File: src/rtl/ovpf_pkg.sv
package ovpf_pkg;

  // Default structure of the octree walk
  localparam int unsigned MAX_DEPTH_DEF     = 8;
  localparam int unsigned FRACTION_BITS_DEF = 24;

  // Field widths
  localparam int unsigned COORD_W = 28;
  localparam int unsigned SIZE_W  = 21;
  localparam int unsigned NORM_W  = 18;
  localparam int unsigned FIELD_W = 25;
  localparam int unsigned DOT_W   = 64;
  localparam int unsigned PATH_W  = 4;

  localparam logic [PATH_W-1:0] CHILD_COUNT = 4'd8;

  // Configuration port
  localparam int unsigned ADDR_W = 3;
  localparam int unsigned DATA_W = 32;
  localparam logic [FIELD_W-1:0] THRESHOLD_RESET = 25'd1678;
  localparam logic [ADDR_W-1:0]  ADDR_THRESHOLD  = 3'd0;

  typedef enum logic [5:0] {
    ST_IDLE = 6'b000001,
    ST_MUL  = 6'b000010,
    ST_SUM  = 6'b000100,
    ST_EVAL = 6'b001000,
    ST_NEXT = 6'b010000,
    ST_DONE = 6'b100000
  } state_e;

  typedef struct packed {
    logic load;
    logic mul;
    logic sum;
    logic eval;
    logic next;
    logic finish;
  } cmd_t;

  typedef struct packed {
    logic walk_empty;
    logic path_end;
  } status_t;

endpackage

File: src/rtl/ovpf_ctrl.sv
module ovpf_ctrl (
  input  logic              clk_i,
  input  logic              rst_ni,
  input  logic              in_valid_i,
  output logic              in_ready_o,
  output logic              out_valid_o,
  input  logic              out_ready_i,
  input  ovpf_pkg::status_t status_i,
  output ovpf_pkg::cmd_t    cmd_o
);

  ovpf_pkg::state_e state_q, state_d;
  logic             out_valid_q, out_valid_d;
  logic             load;
  logic             finish;

  assign in_ready_o = (state_q == ovpf_pkg::ST_IDLE);
  assign load       = in_valid_i && in_ready_o;
  assign finish     = (state_q == ovpf_pkg::ST_DONE) && (!out_valid_q || out_ready_i);

  // Sequence one voxel through set-up and the cell walk
  always_comb begin
    state_d = state_q;
    unique case (state_q)
      ovpf_pkg::ST_IDLE: begin
        if (load) state_d = ovpf_pkg::ST_MUL;
      end
      ovpf_pkg::ST_MUL:  state_d = ovpf_pkg::ST_SUM;
      ovpf_pkg::ST_SUM:  state_d = ovpf_pkg::ST_EVAL;
      ovpf_pkg::ST_EVAL: state_d = ovpf_pkg::ST_NEXT;
      ovpf_pkg::ST_NEXT: begin
        if (status_i.walk_empty) state_d = ovpf_pkg::ST_DONE;
        else if (!status_i.path_end) state_d = ovpf_pkg::ST_EVAL;
      end
      ovpf_pkg::ST_DONE: begin
        if (finish) state_d = ovpf_pkg::ST_IDLE;
      end
      default: state_d = ovpf_pkg::ST_IDLE;
    endcase
  end

  // Hold the result until its transfer
  always_comb begin
    out_valid_d = out_valid_q;
    if (finish) out_valid_d = 1'b1;
    else if (out_ready_i) out_valid_d = 1'b0;
  end

  always_ff @(posedge clk_i or negedge rst_ni) begin
    if (!rst_ni) begin
      state_q     <= ovpf_pkg::ST_IDLE;
      out_valid_q <= 1'b0;
    end else begin
      state_q     <= state_d;
      out_valid_q <= out_valid_d;
    end
  end

  assign out_valid_o = out_valid_q;

  always_comb begin
    cmd_o        = '0;
    cmd_o.load   = load;
    cmd_o.mul    = (state_q == ovpf_pkg::ST_MUL);
    cmd_o.sum    = (state_q == ovpf_pkg::ST_SUM);
    cmd_o.eval   = (state_q == ovpf_pkg::ST_EVAL);
    cmd_o.next   = (state_q == ovpf_pkg::ST_NEXT);
    cmd_o.finish = finish;
  end

endmodule

File: config.mk
export PLATFORM = sky130hd
export DESIGN_NAME = ovpf_ctrl
export DESIGN_NICKNAME = d
export VERILOG_FILES = /design/src/rtl/ovpf_pkg.sv /design/src/rtl/ovpf_ctrl.sv
export SDC_FILE = /design/constraint.sdc
export NUM_CORES = 1
export LEC_CHECK = 0
export BUFFER_PORTS_ARGS = -buffer_cell sky130_fd_sc_hd__buf_2
export CAP_MARGIN = 20
export CORE_AREA = 2 2 39 41
export DETAILED_ROUTE_END_ITERATION = 10
export DIE_AREA = 0 0 41 43
export PLACE_DENSITY_LB_ADDON = 0.15
export SYNTH_ARGS = -nofsm -noshare
export SYNTH_HDL_FRONTEND = slang
export SYNTH_SLANG_ARGS = --single-unit
File: constraint.sdc
create_clock -name clk_i -period 2 [get_ports clk_i]
set_input_delay 0.3 -clock clk_i [delete_from_list [all_inputs] [get_ports clk_i]]
set_output_delay 0.3 -clock clk_i [all_outputs]
set_load 0.03 [all_outputs]
==> run_results.csv <==
group,metric,value,unit
run_status,status,"finished with violations",
run_status,violations,"setup timing",
timing,tightest_slew,0.3217,ns
placed_design,port_buffers,13,
worst_setup_path,crit_type,"flop to output port",
synthesis,synth.top_cell.area_share,0.3704,
floorplanning,die_w,41,um
synthesis,synth_area_leaders,"dfrtp_1 (37%), dfstp_2 (6.5%), nor4b_1 (6.5%)",
clocking,cts.htree.levels,1,
route,drt_iter0_markers,4,
synthesis,synth_mux_area_frac,0,
clocking,clock_path_buffers,2,
placed_design,pre_cts_slack,0.07211,ns
synthesis,netlist-cell-type-count,25,
timing,hold_viol,0,
synthesis,synth_top_family_by_area,"simple AND/OR/NAND/NOR gates",
timing,skew,0.008214,ns
synthesis,post_synth_most_frequent_cells,"dfrtp_1 (6), nand2_1 (4), nor4b_1 (3)",
synthesis,synth_top_cell_by_area,"dfrtp_1",
clocking,clk_pin_slew,0.06,ns
synthesis,synth_area,405.4,um2
hold_path,hp-class,"input port to flop",
power,ir_drop,0.0007168,V
power,power_frac_clock,0.166,
layout,insertedDiodeCount,0,
synthesis,synthCells,41,
synthesis,async_flop_share,1.000,
synthesis,synth_nets,47,
route,drtPass1Iterations,4,
worst_setup_path,start_kind,"flop",
layout,num-fill-cells,134,
timing,hold_slack,0.2844,ns
floorplanning,fp.dieH,43,um
synthesis,synthMostInstantiatedCell,"dfrtp_1",
layout,syn_to_final_growth,55.25,%
synthesis,ys_ff_latch,7,
route,drc,0,
clocking,clock-root-buffer,"clkbuf_4",
global_routing,overflow,0,
clocking,cts_made_buffers,3,
placed_design,hpwl,696.9,um
global_routing,grt_pass1_wl,1.380,mm
timing,max_freq,463.2,MHz
synthesis,synth_edf_count,0,
power,power,0.0007695,W
synthesis,ys_seq_area_frac,0.4352,
layout,layout.area.seq,177.7,um2
placed_design,gp_congestion,0.7032,
clocking,clock_latency,0.25,ns
synthesis,synth.avg_cell_area,9.888,um2
power,pwr-share-seq,0.293,
floorplanning,start_util,0.2929,
floorplanning,rows,14,
route,routedWlPerCell,11.86,um
route,num_vias,375,
global_routing,grt_pass1_vias,318,
global_routing,grt_use_total,0.1268,
layout,drive_gt1_frac,0.5556,
global_routing,antenna_found_initial,0,
layout,design_area,629.4,um2
synthesis,ys_warn_count,0,
clocking,cts_tree,"built",
route,drt_wl_total,937,um
worst_setup_path,worstPathMaxFanout,3,
floorplanning,core_area,0.001384,mm2
power,power_frac_comb,0.541,
layout,fin_nets,70,
route,viasPerCell,4.747,
power,p_leak,0.3153,nW
timing,fin_crit,2.159,ns
global_routing,grt_max_degree,10,
timing,fin_crit_sh,1.079,
route,ant_nets,0,
power,p_int,0.0004739,W
timing,relSlewSlack,0.7836,
clocking,cts_sinks,7,
timing,rsz0062_at_grt,"true",
flow_run,maxCapViolCount,0,
worst_setup_path,cp.arrival,1.86,ns
worst_setup_path,cp-end-kind,"output port",
timing,slew_viol_final,0,
synthesis,yosys.area_share.simple,0.3735,
synthesis,synth-compound-area-share,0.1111,
placed_design,numPlacedInstances,73,
worst_setup_path,critPathRequiredTime,1.70,ns
power,switching_share,0.3842,
floorplanning,die_area,0.001763,mm2
layout,final_cells,79,
timing,setup_viol,2,
synthesis,ys.flop_type,"dfrtp_1",
timing,setup_ws,-0.1589,ns
power,power.switching,0.0002956,W
placed_design,dpl_cell_area,531.8,um2
power,p_per_area,1223,mW/mm2
synthesis,synth_xor_area_frac,0.02160,
synthesis,synthAdderAreaFrac,0,
layout,multi_input_area,251.5,um2
floorplanning,io_pins,14,
## stage by stage
step	TNS (ns)	utilization
2_1_floorplan	-0.4655	-
3_3_place_gp	0	0.3843
3_5_place_dp	0	0.3843
4_1_cts	-0.2618	0.4259
5_1_grt	-0.3203	0.4548
6_report	-0.1822	0.4548
## final timing paths
check                            start           to  slack [ns]  depth (start not counted)
max                         state_q[2]     cmd_o[0]       -0.16                          4
max reg2reg                 state_q[2]   state_q[0]        0.28                          4
max in group asynchronous       rst_ni   state_q[0]        1.35                          2
min in group asynchronous       rst_ni   state_q[4]        0.41                          2
min reg2reg                out_valid_o  out_valid_o        0.51                          2
min                        status_i[1]   state_q[5]        0.28                          3
## power by group through the flow
| stage | sequential [W] | clock [W] | combinational [W] |
|---|---|---|---|
| after floorplan | 0.000219 | 0 | 0.000256 |
| after global placement | 0.000221 | 0 | 0.000337 |
| after detailed placement | 0.000222 | 0 | 0.000337 |
| after CTS | 0.000221 | 0.000132 | 0.000365 |
| after global routing | 0.000230 | 0.000139 | 0.000449 |
| final | 0.000225 | 0.000128 | 0.000416 |
## sequential cells by signal, indices dropped and copies added, names as in the netlist
register	cells
state_q	6
out_valid_o	1
## cells by family (layout without fill, tap and decap cells)
kind of cell | Yosys count | after routing
AND/OR/NAND/NOR | 23 | 23
flip-flops | 7 | 7
AO/OA/AOI/OAI | 6 | 6
buffers and inverters | 4 | 26
XOR/XNOR | 1 | 1
## critical path, stage by stage, from the launching register on
cell and delay (ns):
dfrtp_1 0.38, or3_4 0.39, or4b_4 0.49, and2b_2 0.23, buf_6 0.12
## area by class of cell
cell class,count,share of cell area
multi-input cells,30,0.3996
flip-flops and latches,7,0.2823
repair buffers,21,0.2386
clock buffers,4,0.04175
well taps,16,0.03181
inverters,1,0.005964
## repair_timing
action | CTS | global route
setup buffers | 0 | 1
endpoints found under the setup margin | 5 | 6
cloned | 0 | 0
pin swaps | 0 | 1
hold buffers | 1 | 0
hold endpoints to repair | 6 | 0
gates resized for setup | 7 | 7
## cell usage in the layout, fill, tap and decap left out, types with 2 or more instances in the layout
cell      count
buf_4        11
buf_2         7
dfrtp_1       5
nand2_1       4
clkbuf_4      3
nor2_1        2
and2_1        2
nand2b_1      2
o21ai_0       2
buf_6         2
## per-layer routing
layer / up-vias / GRT usage / wire length (um)
met2: 14 / 0.1688 / 420
met4: 0 / 0.1200 / 21
li1: 189 / - / -
met5: - / 0 / 0
met1: 168 / 0.1561 / 433
met3: 4 / 0.03141 / 61
No activity file was read; power rests on OpenSTA's default activity.
